**src/sv/assert_macros.svh**
```systemverilog
// ----------------------------------------------------------------------------
// Assertion macros
// Concurrent assertion helpers shared by the RTL; empty under synthesis.
// ----------------------------------------------------------------------------
`ifndef ASSERT_MACROS_SVH
`define ASSERT_MACROS_SVH

`ifndef SYNTHESIS
// condition holds at every clock edge outside reset
`define ASSERT_ALWAYS(lbl, clk, rstn, cond) \
  lbl: assert property (@(posedge clk) disable iff (!(rstn)) (cond)) \
    else $error("assertion failed: condition violated");
// antecedent implies consequent in the same cycle
`define ASSERT_IMPLY(lbl, clk, rstn, ante, cons) \
  lbl: assert property (@(posedge clk) disable iff (!(rstn)) (ante) |-> (cons)) \
    else $error("assertion failed: implication violated");
`else
`define ASSERT_ALWAYS(lbl, clk, rstn, cond)
`define ASSERT_IMPLY(lbl, clk, rstn, ante, cons)
`endif

`endif

```
**src/sv/sst_submem.sv**
```systemverilog
// ----------------------------------------------------------------------------
// Client subscription bitmap
// One row per room, one bit per client: set once the client's room mask is
// nonzero. Cleared by a sweep over every row after reset.
// ----------------------------------------------------------------------------
`timescale 1ns / 1ps

module sst_submem #(
  parameter  int ROOMS   = 256,
  parameter  int CLIENTS = 16,
  localparam int RW      = $clog2(ROOMS)
) (
  input  logic               clk,
  input  logic               rst_n,
  input  logic [RW-1:0]      rd_addr,
  output logic [CLIENTS-1:0] rd_data,
  input  logic               wr_en,
  input  logic [RW-1:0]      wr_addr,
  input  logic [CLIENTS-1:0] wr_data,
  output logic               init_done
);

  logic [CLIENTS-1:0] mem [ROOMS];
  logic [CLIENTS-1:0] rd_data_r;
  logic               clearing_r;
  logic [RW-1:0]      clr_r;

  // clearing pass control
  always_ff @(posedge clk) begin
    if (!rst_n) begin
      clearing_r <= 1'b1;
      clr_r      <= '0;
    end else if (clearing_r) begin
      clr_r <= clr_r + 1'b1;
      if (clr_r == RW'(ROOMS - 1)) begin
        clearing_r <= 1'b0;
      end
    end
  end

  // single write port, registered read
  always_ff @(posedge clk) begin
    if (clearing_r) begin
      mem[clr_r] <= '0;
    end else if (wr_en) begin
      mem[wr_addr] <= wr_data;
    end
    rd_data_r <= mem[rd_addr];
  end

  assign rd_data   = rd_data_r;
  assign init_done = !clearing_r;

endmodule

```
**config.mk**
```make
export PLATFORM = sky130hd
export DESIGN_NAME = sst_submem
export DESIGN_NICKNAME = d
export VERILOG_FILES = /design/src/sv/assert_macros.svh /design/src/sv/sst_submem.sv
export SDC_FILE = /design/constraint.sdc
export NUM_CORES = 2
export LEC_CHECK = 0
export ABC_AREA = 1
export ABC_CLOCK_PERIOD_IN_PS = 8900
export BUFFER_PORTS_ARGS = -buffer_cell sky130_fd_sc_hd__buf_4
export CORE_ASPECT_RATIO = 1.5
export CORE_MARGIN = 4
export CORE_UTILIZATION = 35
export DETAILED_ROUTE_END_ITERATION = 8
export PLACE_DENSITY = 0.51
export SYNTH_ARGS = -nofsm -noshare
export SYNTH_HDL_FRONTEND = slang
export SYNTH_SLANG_ARGS = --single-unit
```
**constraint.sdc**
```tcl
create_clock -name clk -period 8.9 [get_ports clk]
set_clock_uncertainty 0.15 [all_clocks]
set_input_delay 0.89 -clock clk [delete_from_list [all_inputs] [get_ports clk]]
set_output_delay 0.89 -clock clk [all_outputs]
set_load 0.02 [all_outputs]
```
==> impl_metrics.csv <==
group,metric,value,unit
power_and_ir_drop,p_per_area,211,mW/mm^2
logic_synthesis,synth-edff-count,4096,
min_path,hp-class,"in -> reg",
sta,drv_slew,0,
global_routing,grt_max_degree,207,
global_routing,grt_pass1_vias,101477,
detailed_routing,drtAntennaViolNets,0,
logic_synthesis,synth_cell_types,28,
setup_path,crit_fanout,206,
placed_design,preCtsSetupSlack,3620,ps
placed_design,gp_congestion,0.834,
setup_path,reg2reg_to,"mem[81][11]",
sta,setup_ws,4450,ps
clock_network,clock-root-buffer,"clkbuf_16",
logic_synthesis,synthCells,13727,
sta,fin_setup_tns,0,ps
logic_synthesis,synth_area_leaders,"edfxtp_1 (74%), nand3_1 (12%), nand2_1 (9.5%)",
logic_synthesis,synth_ff_type,"edfxtp_1",
sta,rsz0062_at_grt,"no",
sta,hold_viol_final,0,
sta,slew_headroom,4.22,%
job,maxCapViolCount,0,
clock_network,cts.sinks,4121,
min_path,holdCritStartpoint,"wr_data[5]",
detailed_routing,vias_per_cell,5.31,
min_path,worstHoldEndpoint,"mem[100][5]",
clock_network,postCtsSetupBuffers,0,
detailed_routing,num_vias,107195,
clock_network,cts_max_level,5,
detailed_routing,drtIter0Drc,11124,
floorplan,io_pins,52,
detailed_routing,wl_per_cell,26.5,um
floorplan,core,0.472,sq mm
logic_synthesis,synthArstFlopShare,0,%
global_routing,grt_overflow,0,
logic_synthesis,synth-seq-cells,4121,
min_path,holdPathStages,3,
layout,finalNetCount,13695,
sta,finalSetupViolCount,0,
layout,layout-drive-gt1-share,7.96,%
sta,final.period_utilization,50.0,%
layout,syn_to_final_growth,11.9,%
power_and_ir_drop,peakVddDrop,0.164,mV
floorplan,die_area,0.485,sq mm
detailed_routing,drt_wl_total,535000,um
logic_synthesis,syn_area_per_cell,12.1,sq um
detailed_routing,drcViolationCount,0,
logic_synthesis,syn_nets,13763,
placed_design,dp_hpwl,293000,um
clock_network,clk_pin_slew_worst_paths,60,ps
floorplan,fp.dieW,570,um
setup_path,cp.required,9660,ps
layout,final.fill_count,44417,
setup_path,arrival,5210,ps
setup_path,r2r_cells,12,
clock_network,insertion_delay,980,ps
sta,fmaxAchievable,225,MHz
layout,regArea,0.123,sq mm
global_routing,track_usage,21.3,%
setup_path,worstSetupPathType,"in -> reg",
logic_synthesis,ys_warn_count,0,
sta,fin_crit,4450,ps
placed_design,port_buffers,51,
setup_path,critPathLaunchType,"primary input",
global_routing,grt_pass1_wl,759000,um
clock_network,cts_inserted_buffers,380,
setup_path,r2r_slack,4590,ps
clock_network,clockBufferDepth,4,
detailed_routing,drt_first_pass_iters,6,
logic_synthesis,synth_top_area_cell,"edfxtp_1",
setup_path,cp-end-kind,"flip-flop",
floorplan,initial_utilization,35.1,%
logic_synthesis,netlist.area_leader.share,74.1,%
layout,multi_input_area,0.0378,sq mm
floorplan,chipHeight,851,um
setup_path,regToRegStartpoint,"clearing_r",
sta,finalHoldWorstSlack,281,ps
logic_synthesis,mappedNetlistArea,0.166,sq mm
logic_synthesis,seq_area_frac_synth,74.4,%
floorplan,core.rowCount,309,
outcome,outcome,"finished, final reports clean",
clock_network,cts_tree,"built",
global_routing,antenna_found_initial,22,
power_and_ir_drop,p_leak,63.7,nW
sta,tightest_slew,1440,ps
[layout make-up]
| type | count | area share [%] |
|---|---|---|
| Sequential cell | 4121 | 66.5 |
| Multi-Input combinational cell | 8596 | 20.3 |
| Clock buffer | 480 | 5.44 |
| Tap cell | 6220 | 4.19 |
| Timing Repair Buffer | 489 | 2.44 |
| Clock inverter | 206 | 0.918 |
| Inverter | 71 | 0.167 |
| Antenna cell | 18 | 0.0243 |
[through the flow]
| step | power [W] | cell area (sq um) | util (%) | cells |
|---|---|---|---|---|
| after floorplan | 0.0228 | 166000 | - | 13727 |
| after global placement | 0.0237 | 174000 | 36.8 | 19495 |
| after detailed placement | 0.0237 | 174000 | 36.8 | 19496 |
| after CTS | 0.0396 | 186000 | 39.3 | 20183 |
| after global routing | 0.0405 | 186000 | 39.3 | 20187 |
| final | 0.0393 | 186000 | 39.3 | 20201 |
[layout by cell type, fill, tap and decap left out, types with 29 or more instances in the layout]
cell type,netlist,final
inv_1,61,59
clkbuf_16,0,387
nand2_1,4211,4195
clkinv_2,0,70
clkinv_1,1,79
buf_4,102,418
nand3_1,4032,4032
clkbuf_1,162,86
nor2_1,303,260
nand2_2,13,29
edfxtp_1,4096,4096
buf_12,0,64
[logic make-up after synthesis]
family          synth area share [%]
simple gates                    22.5
flops                           74.4
buf+inv                         2.96
compound gates                0.0814
fa+ha+maj                    0.00754
[metal layers]
| metal | track usage (%) | routed length [um] | up-vias |
|---|---|---|---|
| met5 | 0 | 27 | - |
| met4 | 9.77 | 27300 | 4 |
| li1 | - | - | 48703 |
| met1 | 26.8 | 209000 | 54187 |
| met2 | 37.0 | 270000 | 3489 |
| met3 | 2.27 | 28100 | 812 |
[synthesized netlist by cell type (2+ instances only)]
| cell | count |
|---|---|
| nor2_4 | 4 |
| nand2_1 | 4211 |
| nor2_1 | 303 |
| edfxtp_1 | 4096 |
| buf_2 | 570 |
| buf_1 | 103 |
| clkbuf_1 | 162 |
| nand2_2 | 13 |
| nand3_1 | 4032 |
| nor2_2 | 2 |
| o21ai_4 | 2 |
| dfxtp_1 | 25 |
| nor3_1 | 7 |
| o21ai_0 | 4 |
| a21oi_1 | 6 |
| o21ai_2 | 6 |
| inv_1 | 61 |
| buf_6 | 2 |
| buf_4 | 102 |
| inv_2 | 8 |
[how the worst max path moves through the flow]
stage               slack (ps)       start  cells past startpoint          end
global route              4480  clearing_r                      9  mem[16][13]
finish                    4450  rd_addr[0]                     14  rd_data[15]
CTS                       4560  clearing_r                      9  mem[16][10]
global placement          3660  rd_addr[2]                     12   rd_data[2]
floorplan                  160       wr_en                      4   mem[0][10]
detailed placement        3620  rd_addr[2]                     12   rd_data[2]
[power breakdown]
group	total [W]	switching, W	internal, W
clock	0.0160	0.00726	0.00874
combinational	0.00219	0.00164	0.000547
sequential	0.0211	0.0000464	0.0210
[registers in the layout (all words and copies together) (netlist names)]
signal and flops:
mem 4096, rd_data 16, clr_r 8, clearing_r 1
[critical path: stages]
cell and delay [ps]:
buf_16 170, inv_16 730, buf_4 740, buf_4 530
nand2_1 90, nand3_1 90, nand3_1 80, nand3_1 180
nand3_1 280, nand3_1 300, nand3_1 310, nand2_1 160
nand2_1 60, nand2_1 90
[repair_timing]
action,in CTS,in global routing
gates resized for setup,0,0
hold buffers,1,0
endpoints found under the setup margin,0,0
endpoints found under the hold margin,6,0
Power figures use the tool's default switching activity.
